### src/hw/rtl/fpte_pkg.sv
// ----------------------------------------------------------------------------
// fpte_pkg
// Shared types, codes and helpers for the four-level page table engine.
// ----------------------------------------------------------------------------
package fpte_pkg;

  // store geometry
  localparam int unsigned TABLE_FRAMES_DEF  = 16;
  localparam int unsigned ENTRIES_PER_TABLE = 512;
  localparam int unsigned IDX_W             = 9;
  localparam int unsigned QUEUE_DEPTH       = 2;

  // field widths
  localparam int unsigned OP_W    = 2;
  localparam int unsigned VA_W    = 64;
  localparam int unsigned PA_W    = 52;
  localparam int unsigned FLAGS_W = 64;
  localparam int unsigned FRAME_W = 40;
  localparam int unsigned ST_W    = 3;
  localparam int unsigned CFG_IDX_W  = 2;
  localparam int unsigned CFG_DATA_W = 40;
  localparam int unsigned FIRST_FREE_W = 4;

  // entry flag bits
  localparam int unsigned F_PRESENT_BIT  = 0;
  localparam int unsigned F_WRITABLE_BIT = 1;
  localparam int unsigned F_USER_BIT     = 2;

  // operation codes
  localparam logic [OP_W-1:0] OP_MAP   = 2'd0;
  localparam logic [OP_W-1:0] OP_UNMAP = 2'd1;

  // request kind after classification
  typedef enum logic [1:0] {
    KIND_MAP,
    KIND_UNMAP,
    KIND_XLATE
  } kind_t;

  // status codes
  localparam logic [ST_W-1:0] ST_OK       = 3'd0;
  localparam logic [ST_W-1:0] ST_ABSENT   = 3'd1;
  localparam logic [ST_W-1:0] ST_ALIGN    = 3'd2;
  localparam logic [ST_W-1:0] ST_NOFRAME  = 3'd3;
  localparam logic [ST_W-1:0] ST_OUTSIDE  = 3'd4;
  localparam logic [ST_W-1:0] ST_ZEROROOT = 3'd5;

  // configuration register indexes
  localparam logic [CFG_IDX_W-1:0] CFG_KERNEL_ROOT = 2'd0;
  localparam logic [CFG_IDX_W-1:0] CFG_STORE_BASE  = 2'd1;
  localparam logic [CFG_IDX_W-1:0] CFG_FIRST_FREE  = 2'd2;

  // classified request travelling from front to back
  typedef struct packed {
    kind_t                kind;
    logic [ST_W-1:0]      pre_status;
    logic [VA_W-1:0]      va;
    logic [PA_W-1:0]      pa;
    logic [FLAGS_W-1:0]   flags;
    logic [FRAME_W-1:0]   root;
  } req_t;

  // queue fill state
  typedef struct packed {
    logic full;
    logic empty;
  } q_status_t;

  // back-end status seen by the front
  typedef struct packed {
    logic clearing;
  } back_status_t;

  // table index of a virtual address at a walk level (0 is the top)
  function automatic logic [IDX_W-1:0] level_index(input logic [VA_W-1:0] va,
                                                   input logic [1:0] level);
    logic [IDX_W-1:0] idx;
    begin
      case (level)
        2'd0:    idx = va[47:39];
        2'd1:    idx = va[38:30];
        2'd2:    idx = va[29:21];
        default: idx = va[20:12];
      endcase
      return idx;
    end
  endfunction

endpackage

### src/hw/rtl/fpte_queue.sv
// ----------------------------------------------------------------------------
// fpte_queue
// Short request queue between the front and the walker.
// ----------------------------------------------------------------------------
module fpte_queue import fpte_pkg::*; (
  input  logic      clk,
  input  logic      rst,
  input  logic      push,
  input  req_t      push_req,
  input  logic      pop,
  output req_t      head,
  output q_status_t q_st
);

  localparam int unsigned PW = $clog2(QUEUE_DEPTH);
  localparam int unsigned CW = $clog2(QUEUE_DEPTH + 1);

  req_t          slots [QUEUE_DEPTH];
  logic [PW-1:0] wr_ptr;
  logic [PW-1:0] rd_ptr;
  logic [CW-1:0] count;

  assign head       = slots[rd_ptr];
  assign q_st.full  = (count == CW'(QUEUE_DEPTH));
  assign q_st.empty = (count == '0);

  // pointers and fill count
  always_ff @(posedge clk) begin
    if (rst) begin
      wr_ptr <= '0;
      rd_ptr <= '0;
      count  <= '0;
    end else begin
      if (push) begin
        wr_ptr <= (wr_ptr == PW'(QUEUE_DEPTH - 1)) ? '0 : wr_ptr + 1'b1;
      end
      if (pop) begin
        rd_ptr <= (rd_ptr == PW'(QUEUE_DEPTH - 1)) ? '0 : rd_ptr + 1'b1;
      end
      if (push && !pop) begin
        count <= count + 1'b1;
      end else if (pop && !push) begin
        count <= count - 1'b1;
      end
    end
  end

  // storage
  always_ff @(posedge clk) begin
    if (push) begin
      slots[wr_ptr] <= push_req;
    end
  end

endmodule

### config.mk
export PLATFORM = sky130hd
export DESIGN_NAME = fpte_queue
export DESIGN_NICKNAME = d
export VERILOG_FILES = /design/src/hw/rtl/fpte_pkg.sv /design/src/hw/rtl/fpte_queue.sv
export SDC_FILE = /design/constraint.sdc
export NUM_CORES = 1
export LEC_CHECK = 0
export ABC_AREA = 1
export BUFFER_PORTS_ARGS = -buffer_cell sky130_fd_sc_hd__buf_2
export CAP_MARGIN = 30
export CORE_MARGIN = 2
export CORE_UTILIZATION = 56
export CTS_BUF_LIST = sky130_fd_sc_hd__clkbuf_16
export DETAILED_ROUTE_END_ITERATION = 6
export HOLD_SLACK_MARGIN = 0.05
export PLACE_DENSITY = 0.95
export RECOVER_POWER = 25
export SETUP_SLACK_MARGIN = 0.4
export SLEW_MARGIN = 20
export SYNTH_ARGS = -nofsm -noshare
export SYNTH_HDL_FRONTEND = slang
export SYNTH_SLANG_ARGS = --single-unit
### constraint.sdc
create_clock -name clk -period 24.9 [get_ports clk]
set_clock_uncertainty 0.05 [all_clocks]
set_input_delay 2.49 -clock clk [delete_from_list [all_inputs] [get_ports clk]]
set_output_delay 2.49 -clock clk [all_outputs]
set_load 0.1 [all_outputs]
==> flow_summary.toml <==
[die]
die_area_um2 = 31900
core_um2 = 29800
die_h_um = 179
die_width_um = 179
start_util_pct = 57.3
rows = 63
io_pins = 456

[power]
p_per_area_nw_per_um2 = 94.0
power.total_mw = 1.99
leakagePower_nw = 8.18
ir_drop_uv = 92.9

[timing]
setup_viol = 0
timing.fmax_mhz = 160
final-hold-violation-count = 0
drv_slew = 0
tightest_slew_ns = 1.07
setup_tns_ns = 0
period_minus_slack_ns = 6.26
rsz0062_at_grt = "no"
slew-limit-headroom_pct = 28.8
finalCritPeriodShare_pct = 25.1

[route]
wl_um = 36200
drtIter0Drc = 670
drc_errors = 0
vias_per_cell = 5.24
postRouteAntennaNets = 0
routedWlPerCell_um = 22.0
via_count = 8641
dr.pass1.iters = 5

[placement]
port_buffers = 455
gp_congestion = 0.809
dp.cells = 1561
dp_hpwl_um = 24300

[cts]
cts.repair.resized = 0
clock_sinks = 455
clk_latency_ns = 0.52
clkTransAtPathRegs_ns = 0.06
cts_tree = "done"
post_cts_buffers = 0
cts_buffer_depth = 3
cts_buffers = 44
cts_hold_buf = 0
cts_root_buffer = "clkbuf_16"
cts-htree-levels = 2

[finish]
nets = 1449
syn_to_final_growth_pct = 23.7
nFillCells = 1796
stdcell_count = 1649
layout_common_cells = "edfxtp_1, buf_2, mux2_4"
drive_gt1_share_pct = 55.8
final_common_cell = "edfxtp_1"

[min_path]
hold_path.class = "reg -> reg"

[synthesis]
syn_area_um2 = 17100
synth_cell_types = 16
yosysTopAreaCellShare_pct = 79.1
yosys_warnings = 0
synthCells = 733
synth_top_family_by_area = "multiplexers"
synth-simple-area-share_pct = 0.359
syn_nets = 963
synth_area_leaders = "edfxtp_1, mux2_4, mux2_2"
yosys_register_bits = 455
synth_xor_area_share_pct = 0.0513
synth.avg_cell_area_um2 = 23.3
muxShareOfSynthArea_pct = 18.1
yosysTopAreaCell = "edfxtp_1"
synth-adder-area-share_pct = 0.0733
synth-seq-area-share_pct = 79.7
synth_compound_area_share_pct = 0.0586

[flow_run]
maxCapViolCount = 0

[setup_path]
worstPathArrival_ns = 3.72
path_class = "reg -> out"
path_max_fanout = 58
crit_required_ns = 22.36
start_kind = "flop"
cp-end-kind = "output pin"

[status]
status = "finished clean"

[global_routing]
grt_antenna_before_repair = 9
first_global_vias = 8988
grt_pass1_wl_um = 50900
grt_max_degree = 190
grt_overflow = 0
grtUsageTotal_pct = 21.6
worst paths after layout:
kind	from	to	slack (ns)	cells past startpoint
min	wr_ptr$_SDFFE_PP0P_	wr_ptr$_SDFFE_PP0P_	0.49	2
min reg2reg	wr_ptr$_SDFFE_PP0P_	wr_ptr$_SDFFE_PP0P_	0.49	2
max	flop	head[92]	18.64	5
max reg2reg	wr_ptr$_SDFFE_PP0P_	slots[1][28]$_DFFE_PP_	22.76	4
synthesized netlist by cell type, drive strengths merged:
cell type and n:
mux2 225, nor3 1, nand2 5, dfxtp 5, nand4 1, ha 1, buf 25, nor2 7
o21ai 1, edfxtp 450, xnor2 1, nand3 1, inv 9, a21oi 1
cells by family (layout without fill, tap and decap cells):
group                      Yosys count  in the layout
xor gates and xnor gates             1              1
and+or+nand+nor                     15             15
other                                0              8
muxes                              225            225
buffers and inverters               34            552
DFF                                455            455
AOI/OAI and AO/OA                    2              2
adders and majority gates            1              1
per-stage QoR:
step	worst slack, ns	utilization (%)	hold WS, ns	instance area (um2)
after detailed placement	18.90	66.2	0.465	19700
after global routing	18.45	70.9	0.539	21100
after floorplan	12.10	-	0.430	17100
after CTS	18.33	70.9	0.494	21100
final	18.64	70.9	0.492	21100
after global placement	18.99	66.0	0.439	19700
critical path, stage by stage (launching register included):
cell     delay, ns
dfxtp_4       0.87
buf_4         0.83
buf_4         0.47
buf_16        0.32
mux2_4        0.21
buf_2         0.41
registers in the layout (all words and copies together) (netlist names), named ones only:
name and count:
slots 450, count 2, rd_ptr 1, wr_ptr 1
per-layer routing:
metal / part of all wire [%] / up-vias / track usage (%)
met5: 0.083 / - / 0
met4: 4.0 / 4 / 10.2
met3: 8.5 / 96 / 6.44
met2: 54 / 438 / 39.2
met1: 34 / 4220 / 23.0
li1: - / 3883 / -
area by class of cell:
| class | instances | area (um2) | area share, % |
|---|---|---|---|
| diodes | 8 | 20.0 | 0.0948 |
| well taps | 390 | 488 | 2.31 |
| flip-flops and latches | 455 | 13600 | 64.5 |
| clock buffers | 45 | 1130 | 5.33 |
| clock inverters | 33 | 259 | 1.23 |
| inverters | 9 | 41.3 | 0.196 |
| repair buffers | 465 | 2370 | 11.2 |
| multi-input cells | 244 | 3200 | 15.1 |
power breakdown:
part / internal (mW) / leakage [nW] / total [mW] / switching, mW
Clock: 0.369 / 0.712 / 0.632 / 0.264
Combinational: 0.0940 / 3.21 / 0.450 / 0.356
Sequential: 0.888 / 4.27 / 0.904 / 0.0151
(Power assumes the default switching activity.)
