### src/hw/rtl/fpte_pkg.sv
// ----------------------------------------------------------------------------
// fpte_pkg
// Shared types, codes and helpers for the four-level page table engine.
// ----------------------------------------------------------------------------
package fpte_pkg;

  // store geometry
  localparam int unsigned TABLE_FRAMES_DEF  = 16;
  localparam int unsigned ENTRIES_PER_TABLE = 512;
  localparam int unsigned IDX_W             = 9;
  localparam int unsigned QUEUE_DEPTH       = 2;

  // field widths
  localparam int unsigned OP_W    = 2;
  localparam int unsigned VA_W    = 64;
  localparam int unsigned PA_W    = 52;
  localparam int unsigned FLAGS_W = 64;
  localparam int unsigned FRAME_W = 40;
  localparam int unsigned ST_W    = 3;
  localparam int unsigned CFG_IDX_W  = 2;
  localparam int unsigned CFG_DATA_W = 40;
  localparam int unsigned FIRST_FREE_W = 4;

  // entry flag bits
  localparam int unsigned F_PRESENT_BIT  = 0;
  localparam int unsigned F_WRITABLE_BIT = 1;
  localparam int unsigned F_USER_BIT     = 2;

  // operation codes
  localparam logic [OP_W-1:0] OP_MAP   = 2'd0;
  localparam logic [OP_W-1:0] OP_UNMAP = 2'd1;

  // request kind after classification
  typedef enum logic [1:0] {
    KIND_MAP,
    KIND_UNMAP,
    KIND_XLATE
  } kind_t;

  // status codes
  localparam logic [ST_W-1:0] ST_OK       = 3'd0;
  localparam logic [ST_W-1:0] ST_ABSENT   = 3'd1;
  localparam logic [ST_W-1:0] ST_ALIGN    = 3'd2;
  localparam logic [ST_W-1:0] ST_NOFRAME  = 3'd3;
  localparam logic [ST_W-1:0] ST_OUTSIDE  = 3'd4;
  localparam logic [ST_W-1:0] ST_ZEROROOT = 3'd5;

  // configuration register indexes
  localparam logic [CFG_IDX_W-1:0] CFG_KERNEL_ROOT = 2'd0;
  localparam logic [CFG_IDX_W-1:0] CFG_STORE_BASE  = 2'd1;
  localparam logic [CFG_IDX_W-1:0] CFG_FIRST_FREE  = 2'd2;

  // classified request travelling from front to back
  typedef struct packed {
    kind_t                kind;
    logic [ST_W-1:0]      pre_status;
    logic [VA_W-1:0]      va;
    logic [PA_W-1:0]      pa;
    logic [FLAGS_W-1:0]   flags;
    logic [FRAME_W-1:0]   root;
  } req_t;

  // queue fill state
  typedef struct packed {
    logic full;
    logic empty;
  } q_status_t;

  // back-end status seen by the front
  typedef struct packed {
    logic clearing;
  } back_status_t;

  // table index of a virtual address at a walk level (0 is the top)
  function automatic logic [IDX_W-1:0] level_index(input logic [VA_W-1:0] va,
                                                   input logic [1:0] level);
    logic [IDX_W-1:0] idx;
    begin
      case (level)
        2'd0:    idx = va[47:39];
        2'd1:    idx = va[38:30];
        2'd2:    idx = va[29:21];
        default: idx = va[20:12];
      endcase
      return idx;
    end
  endfunction

endpackage

### src/hw/rtl/fpte_front.sv
// ----------------------------------------------------------------------------
// fpte_front
// Takes requests, sorts them by kind, flags early failures and picks the root.
// ----------------------------------------------------------------------------
module fpte_front import fpte_pkg::*; (
  input  logic               in_valid,
  output logic               in_ready,
  input  logic [OP_W-1:0]    operation,
  input  logic [VA_W-1:0]    vaddr,
  input  logic [PA_W-1:0]    paddr,
  input  logic [FLAGS_W-1:0] page_flags,
  input  logic [FRAME_W-1:0] root_frame,
  input  logic [FRAME_W-1:0] kernel_root_frame,
  input  back_status_t       back_st,
  input  q_status_t          q_st,
  output logic               push,
  output req_t               push_req
);

  logic va_mis;
  logic pa_mis;

  // transfer when the queue has room and the store is not being cleared
  assign in_ready = !back_st.clearing && !q_st.full;
  assign push     = in_valid && in_ready;

  assign va_mis = (vaddr[11:0] != 12'h000);
  assign pa_mis = (paddr[11:0] != 12'h000);

  // classify and check
  always_comb begin
    push_req.va         = vaddr;
    push_req.pa         = paddr;
    push_req.flags      = '0;
    push_req.root       = kernel_root_frame;
    push_req.pre_status = ST_OK;
    unique case (operation)
      OP_MAP: begin
        push_req.kind  = KIND_MAP;
        push_req.flags = page_flags;
        push_req.root  = root_frame;
        if (root_frame == '0) begin
          push_req.pre_status = ST_ZEROROOT;
        end else if (va_mis || pa_mis) begin
          push_req.pre_status = ST_ALIGN;
        end
      end
      OP_UNMAP: begin
        push_req.kind = KIND_UNMAP;
        if (va_mis) begin
          push_req.pre_status = ST_ALIGN;
        end
      end
      default: begin
        push_req.kind = KIND_XLATE;
      end
    endcase
  end

endmodule

### config.mk
export PLATFORM = sky130hd
export DESIGN_NAME = fpte_front
export DESIGN_NICKNAME = d
export VERILOG_FILES = /design/src/hw/rtl/fpte_pkg.sv /design/src/hw/rtl/fpte_front.sv
export SDC_FILE = /design/constraint.sdc
export NUM_CORES = 1
export LEC_CHECK = 0
export CORE_AREA = 5 5 186 188
export DETAILED_ROUTE_END_ITERATION = 12
export DIE_AREA = 0 0 191 193
export DONT_BUFFER_PORTS = 1
export GPL_TIMING_DRIVEN = 0
export SLEW_MARGIN = 20
export SYNTH_ARGS = -nofsm -noshare
export SYNTH_HDL_FRONTEND = slang
export SYNTH_SLANG_ARGS = --single-unit
export TNS_END_PERCENT = 1
### constraint.sdc
create_clock -name vclk -period 4.7
set_input_delay 1.175 -clock vclk [all_inputs]
set_output_delay 1.175 -clock vclk [all_outputs]
set_load 0.02 [all_outputs]
==> run_summary.xml, run 1 <==
<?xml version="1.0" encoding="UTF-8"?>
<metrics>
  <group name="final_layout">
    <metric name="final-instance-count-excl-fill" unit="">716</metric>
    <metric name="numSequentialCells" unit="">0</metric>
    <metric name="fin_nets" unit="">528</metric>
    <metric name="num-fill-cells" unit="">3860</metric>
    <metric name="final_layout_size_suffix_gt1_frac" unit="">0.631</metric>
    <metric name="ff_latch_area" unit="um2">0</metric>
    <metric name="final_core_utilization" unit="">0.0771</metric>
    <metric name="final_area" unit="mm2">0.00254</metric>
    <metric name="clkbuf_count" unit="">0</metric>
    <metric name="areaGrowthSynthToFinish" unit="%">30.0</metric>
  </group>
  <group name="timing">
    <metric name="final_max_slew_viol_count" unit="">0</metric>
    <metric name="setup_viol" unit="">0</metric>
    <metric name="finalHoldViolCount" unit="">0</metric>
    <metric name="post-route-period-util" unit="">0.918</metric>
    <metric name="max_freq" unit="MHz">232</metric>
    <metric name="grt_setup_unrepaired" unit="">false</metric>
    <metric name="timing.max_slew.rel_slack" unit="">0.522</metric>
    <metric name="whs" unit="ns">2.41</metric>
    <metric name="timing_worst_slew_pin_value" unit="ns">0.710</metric>
    <metric name="final_period_minus_worst_setup_slack" unit="ns">4.31</metric>
  </group>
  <group name="power">
    <metric name="power" unit="W">0.000310</metric>
    <metric name="power.internal" unit="W">0.000107</metric>
    <metric name="switching_power" unit="W">0.000202</metric>
    <metric name="worst_ir_drop_vdd" unit="mV">0.0262</metric>
    <metric name="p_leak" unit="nW">0.950</metric>
    <metric name="seq_power_share" unit="">0</metric>
    <metric name="clock_power_share" unit="">0</metric>
    <metric name="powerDensity" unit="mW/mm2">122</metric>
    <metric name="switching_share" unit="">0.653</metric>
    <metric name="p_comb_frac" unit="">1.000</metric>
  </group>
  <group name="critical_path">
    <metric name="critPathSlowestCell" unit="">nor4_1</metric>
    <metric name="critical_path_arrival" unit="ns">3.14</metric>
    <metric name="worst_setup_path_start_kind" unit="">input pin</metric>
    <metric name="criticalPathCategory" unit="">in2out</metric>
    <metric name="worstSetupEndpointType" unit="">primary output</metric>
    <metric name="critical_path.max_stage_delay" unit="ns">0.62</metric>
    <metric name="cp_max_fo" unit="">2</metric>
    <metric name="worst_path_cell_trace" unit="">nor4_1, and4_1, nand3_1, nor4_2, buf_4</metric>
    <metric name="critical_path_required" unit="ns">3.52</metric>
  </group>
  <group name="floorplan">
    <metric name="pin_count" unit="">493</metric>
    <metric name="die_x" unit="um">191</metric>
    <metric name="die_ar" unit="mm2">0.0369</metric>
    <metric name="initial_utilization" unit="">0.0593</metric>
    <metric name="placement_rows" unit="">67</metric>
    <metric name="core_area" unit="mm2">0.0329</metric>
    <metric name="die_h" unit="um">193</metric>
  </group>
  <group name="placed_design">
    <metric name="dpl.cell_count" unit="">708</metric>
    <metric name="place_hpwl" unit="mm">13.9</metric>
    <metric name="number_of_input_and_output_port_buffers_inserted" unit="">0</metric>
    <metric name="placed_area" unit="mm2">0.00251</metric>
    <metric name="globalplace.congestion" unit="">0.803</metric>
  </group>
  <group name="grt">
    <metric name="grt_max_degree" unit="">11</metric>
    <metric name="via_count_of_the_first_global_routing_pass" unit="">2026</metric>
    <metric name="grt-ovfl-total" unit="">0</metric>
    <metric name="grt_usage" unit="">0.0642</metric>
    <metric name="antenna_found_initial" unit="">11</metric>
    <metric name="wire_length_of_the_first_global_routing_pass" unit="mm">16.4</metric>
  </group>
  <group name="synthesis">
    <metric name="synth_area_per_cell" unit="um2">7.52</metric>
    <metric name="synthesis.instances" unit="">260</metric>
    <metric name="synth.distinct_cells" unit="">15</metric>
    <metric name="synth-seq-area-share" unit="">0</metric>
    <metric name="syn_nets" unit="">526</metric>
    <metric name="synth.cell_area" unit="mm2">0.00195</metric>
    <metric name="ys_warn_count" unit="">0</metric>
  </group>
  <group name="hold_path">
    <metric name="worstHoldEndpoint" unit="">push_req[220]</metric>
    <metric name="timing.hold.worst.class" unit="">in2out</metric>
    <metric name="holdCritStartpoint" unit="">operation[0]</metric>
    <metric name="hold_crit_depth" unit="">1</metric>
  </group>
  <group name="route">
    <metric name="drt_pass1_iterations" unit="">4</metric>
    <metric name="routed_wl" unit="mm">14.7</metric>
    <metric name="detail-route-antenna-nets" unit="">0</metric>
    <metric name="num_vias" unit="">1894</metric>
    <metric name="drt_first_iter_violations" unit="">40</metric>
    <metric name="routedWlPerCell" unit="um">20.6</metric>
    <metric name="drc" unit="">0</metric>
    <metric name="vias_per_cell" unit="">2.65</metric>
  </group>
  <group name="run_status">
    <metric name="status" unit="">completed</metric>
  </group>
  <group name="clock_network">
    <metric name="ctsResizeCount" unit="">1</metric>
    <metric name="cts_post_setup_buffers_inserted" unit="">0</metric>
    <metric name="cts.hold.buffers_added" unit="">0</metric>
  </group>
  <group name="job">
    <metric name="cap_viol_max_count" unit="">0</metric>
  </group>
</metrics>
## Yosys cell counts, drive strengths merged
master / count / area (um2)
and4: 1 / 8.76
mux2: 40 / 450
a311oi: 1 / 8.76
nand3: 1 / 5.00
nor4: 17 / 106
and2: 65 / 407
nor2: 2 / 10.0
o32a: 1 / 10.0
clkbuf: 7 / 26.3
buf: 122 / 903
a31oi: 1 / 6.26
nand4: 1 / 6.26
nor2b: 1 / 6.26
## cell families after synthesis
family | count (synthesis) | synth area share
buffers and inverters | 129 | 0.476
muxes | 40 | 0.230
AOI/OAI and AO/OA | 3 | 0.0128
and+or+nand+nor | 88 | 0.281
## layout by cell type (no fill, tap or decap), types with 5 or more instances in the layout
cell / synthesis / layout
buf_2: 5 / 5
and2_1: 65 / 65
nor4_1: 17 / 16
diode_2: 0 / 8
clkbuf_1: 7 / 7
mux2_2: 40 / 40
buf_4: 117 / 117
## through the flow
stage / setup WS, ns / setup TNS, ns
after floorplan: 0.806 / 0
after global placement: -0.174 / -0.174
after detailed placement: -0.219 / -0.219
after CTS: 0.0879 / 0
after global routing: 0.0487 / 0
final: 0.386 / 0
## cell type report
class                      count  area, um2  area share
buffer                       129        930       0.366
tap                          448        561       0.221
antenna                        8       20.0     0.00788
multi-input combinational    131       1030       0.406
## worst max-delay path, delay by kind of cell
kind,cells,cell delay [ns]
AND/OR/NAND/NOR,4,1.69
buffers and inverters,1,0.26
## worst max path at each step
stage          slack, ns             to  cells past startpoint           start
5_1_grt             0.05  push_req[222]                      5  root_frame[21]
2_1_floorplan       0.81  push_req[222]                      5  root_frame[21]
4_1_cts             0.09  push_req[222]                      5  root_frame[21]
3_3_place_gp       -0.17  push_req[222]                      5  root_frame[21]
3_5_place_dp       -0.22  push_req[222]                      5  root_frame[21]
6_report            0.39  push_req[222]                      5  root_frame[39]
## routing by layer
metal	vias up	wire, um	global-route usage
li1	752	-	-
met1	853	4330	0.0579
met2	271	7990	0.131
met3	14	1940	0.0261
met4	4	443	0.0174
met5	-	24	0
## power groups by stage
stage | sequential (W) | combinational, W | clock [W]
after floorplan | 0 | 0.000275 | 0
after global placement | 0 | 0.000317 | 0
after detailed placement | 0 | 0.000315 | 0
after CTS | 0 | 0.000316 | 0
after global routing | 0 | 0.000326 | 0.000000000142
final | 0 | 0.000310 | 0.000000000228
Power figures use the tool's default switching activity.
==> run 2, diff against run 1 <==
--- a/config.mk
+++ b/config.mk
@@ -5,9 +5,10 @@
 export SDC_FILE = /design/constraint.sdc
 export NUM_CORES = 1
 export LEC_CHECK = 0
-export CORE_AREA = 5 5 186 188
+export ABC_AREA = 1
+export CORE_AREA = 5 5 191 193
 export DETAILED_ROUTE_END_ITERATION = 12
-export DIE_AREA = 0 0 191 193
+export DIE_AREA = 0 0 196 198
 export DONT_BUFFER_PORTS = 1
 export GPL_TIMING_DRIVEN = 0
 export SLEW_MARGIN = 20
==> run 2 against run 1 <==
  * Synthesized area up 11%
  * Die area up 5.3%
  * Maximum frequency up 15%
  * Sequential cell count unchanged
  * Total power up 4.3%
  * Setup slack better by 0.56 ns
==> run_summary.xml, run 2 <==
<?xml version="1.0" encoding="UTF-8"?>
<metrics>
  <group name="hold_path">
    <metric name="holdCritStartpoint" unit="">back_st</metric>
    <metric name="worstHoldEndpoint" unit="">in_ready</metric>
    <metric name="hold_crit_depth" unit="">1</metric>
    <metric name="timing.hold.worst.class" unit="">in2out</metric>
  </group>
  <group name="timing">
    <metric name="timing.max_slew.rel_slack" unit="">0.480</metric>
    <metric name="setup_total_negative_slack" unit="ns">0</metric>
    <metric name="post-route-period-util" unit="">0.799</metric>
    <metric name="setup_viol" unit="">0</metric>
    <metric name="finalHoldViolCount" unit="">0</metric>
    <metric name="final_period_minus_worst_setup_slack" unit="ns">3.75</metric>
    <metric name="timing_worst_slew_pin_value" unit="ns">0.772</metric>
    <metric name="final_max_slew_viol_count" unit="">0</metric>
    <metric name="grt_setup_unrepaired" unit="">false</metric>
    <metric name="max_freq" unit="MHz">266</metric>
  </group>
  <group name="synthesis">
    <metric name="post-synth-top-count-cell" unit="">nand2_1</metric>
    <metric name="synth_area_per_cell" unit="um2">4.85</metric>
    <metric name="synthesis.instances" unit="">447</metric>
    <metric name="synth.cell_area" unit="mm2">0.00217</metric>
    <metric name="synth-seq-area-share" unit="">0</metric>
    <metric name="yosysTopAreaCellShare" unit="">0.409</metric>
    <metric name="synth.cells.most_frequent" unit="">nand2_1, buf_4, nor2_1, inv_1, buf_2</metric>
    <metric name="ys_warn_count" unit="">0</metric>
    <metric name="synth_area_leader_cell" unit="">buf_4</metric>
    <metric name="synth.area.top_cells" unit="">buf_4, nand2_1, nor2_1</metric>
    <metric name="synth.distinct_cells" unit="">14</metric>
    <metric name="syn_nets" unit="">713</metric>
  </group>
  <group name="power">
    <metric name="switching_share" unit="">0.703</metric>
    <metric name="worst_ir_drop_vdd" unit="mV">0.0375</metric>
    <metric name="clock_power_share" unit="">0</metric>
    <metric name="power" unit="W">0.000323</metric>
    <metric name="p_comb_frac" unit="">1.000</metric>
    <metric name="p_leak" unit="nW">1.54</metric>
    <metric name="seq_power_share" unit="">0</metric>
    <metric name="powerDensity" unit="mW/mm2">118</metric>
    <metric name="power.internal" unit="W">0.0000959</metric>
    <metric name="switching_power" unit="W">0.000227</metric>
  </group>
  <group name="critical_path">
    <metric name="critical_path_arrival" unit="ns">2.58</metric>
    <metric name="worstSetupEndpointType" unit="">primary output</metric>
    <metric name="cp_max_fo" unit="">2</metric>
    <metric name="criticalPathCategory" unit="">in2out</metric>
    <metric name="critical_path_required" unit="ns">3.52</metric>
    <metric name="worst_setup_path_start_kind" unit="">input pin</metric>
  </group>
  <group name="floorplan">
    <metric name="core_area" unit="mm2">0.0344</metric>
    <metric name="die_x" unit="um">196</metric>
    <metric name="placement_rows" unit="">68</metric>
    <metric name="die_h" unit="um">198</metric>
    <metric name="die_ar" unit="mm2">0.0388</metric>
    <metric name="pin_count" unit="">493</metric>
    <metric name="initial_utilization" unit="">0.0631</metric>
  </group>
  <group name="route">
    <metric name="vias_per_cell" unit="">2.81</metric>
    <metric name="drt_pass1_iterations" unit="">5</metric>
    <metric name="drt_first_iter_violations" unit="">72</metric>
    <metric name="routed_wl" unit="mm">13.3</metric>
    <metric name="detail-route-antenna-nets" unit="">0</metric>
    <metric name="routedWlPerCell" unit="um">14.7</metric>
    <metric name="num_vias" unit="">2537</metric>
    <metric name="drc" unit="">0</metric>
  </group>
  <group name="final_layout">
    <metric name="areaGrowthSynthToFinish" unit="%">26.3</metric>
    <metric name="numSequentialCells" unit="">0</metric>
    <metric name="most_frequent_cells_in_the_layout" unit="">nand2_1, buf_4, nor2_1</metric>
    <metric name="clkbuf_count" unit="">0</metric>
    <metric name="ff_latch_area" unit="um2">0</metric>
    <metric name="num-fill-cells" unit="">4073</metric>
    <metric name="final_layout_size_suffix_gt1_frac" unit="">0.295</metric>
    <metric name="commonest_non_fill_non_tap_cell_in_the_layout" unit="">nand2_1</metric>
    <metric name="fin_nets" unit="">715</metric>
    <metric name="n_antenna_cell" unit="">0</metric>
  </group>
  <group name="clock_network">
    <metric name="ctsResizeCount" unit="">0</metric>
    <metric name="cts_post_setup_buffers_inserted" unit="">0</metric>
    <metric name="cts.hold.buffers_added" unit="">0</metric>
  </group>
  <group name="placed_design">
    <metric name="place_hpwl" unit="mm">12.3</metric>
    <metric name="number_of_input_and_output_port_buffers_inserted" unit="">0</metric>
    <metric name="globalplace.congestion" unit="">0.789</metric>
  </group>
  <group name="job">
    <metric name="cap_viol_max_count" unit="">0</metric>
  </group>
  <group name="grt">
    <metric name="via_count_of_the_first_global_routing_pass" unit="">2425</metric>
    <metric name="grt-ovfl-total" unit="">0</metric>
    <metric name="grt_max_degree" unit="">11</metric>
    <metric name="antenna_found_initial" unit="">1</metric>
    <metric name="wire_length_of_the_first_global_routing_pass" unit="mm">15.7</metric>
    <metric name="grt_usage" unit="">0.0535</metric>
  </group>
  <group name="run_status">
    <metric name="status" unit="">completed</metric>
  </group>
</metrics>
-- run 2: cell types whose count changed in the layout (fill, tap and decap cells not counted), moves of 2 or more --
cell / delta
and2_0: +2
and2_1: -65
buf_2: +7
clkbuf_1: -4
diode_2: -8
inv_1: +71
mux2_2: -40
nand2_1: +125
nor2_1: +101
nor3_1: +2
nor4_1: -16
o21ai_0: +6
-- run 2: kinds of logic after synthesis --
kind of cell,after synthesis,synth area share
simple gates,236,0.420
compound gates,6,0.0138
buf+inv,205,0.566
-- run 2: worst max path at each step --
stage / from / endpoint / slack (ns) / depth (start not counted)
2_1_floorplan: root_frame[6] / push_req[222] / 1.40 / 8
3_3_place_gp: root_frame[37] / push_req[222] / 0.81 / 6
3_5_place_dp: root_frame[37] / push_req[222] / 0.80 / 6
4_1_cts: root_frame[37] / push_req[222] / 0.80 / 6
5_1_grt: root_frame[31] / push_req[222] / 0.78 / 8
6_report: root_frame[31] / push_req[222] / 0.95 / 8
-- run 2: final cells by class --
cell class | instances | area (um2) | area share
multi-input combinational | 242 | 941 | 0.344
tap | 455 | 569 | 0.208
buffer | 133 | 957 | 0.350
inverter | 72 | 270 | 0.0987
-- run 2: power by group through the flow --
stage	sequential, W	clock, W	combinational (W)
after floorplan	0	0	0.000285
after global placement	0	0	0.000326
after detailed placement	0	0	0.000328
after CTS	0	0	0.000329
after global routing	0	0	0.000345
final	0	0	0.000323
-- run 2: worst max-delay path, stage by stage --
cell and delay [ns]:
nor2_1 0.18, nand3_1 0.15, nor2_1 0.11, nand2_1 0.08
nor2_1 0.09, nand2_1 0.14, nor2_1 0.41, buf_4 0.23
-- run 2: routing by layer --
metal / track usage / part of all wire / up-vias
li1: - / - / 1151
met1: 0.0687 / 0.39 / 1143
met2: 0.0944 / 0.50 / 235
met3: 0.0143 / 0.10 / 6
met4: 0.00362 / 0.0059 / 2
met5: 0 / 0.0011 / -
-- run 2: stage by stage --
step           setup WS (ns)  utilization  cell area [um2]  instances  hold WS (ns)
6_report               0.947       0.0796             2740        902          2.43
5_1_grt                0.782       0.0796             2740        902          2.43
4_1_cts                0.797       0.0796             2740        902          2.43
3_5_place_dp           0.798       0.0796             2740        902          2.43
3_3_place_gp           0.807       0.0796             2740        902          2.43
2_1_floorplan           1.40            -             2170        447          2.42
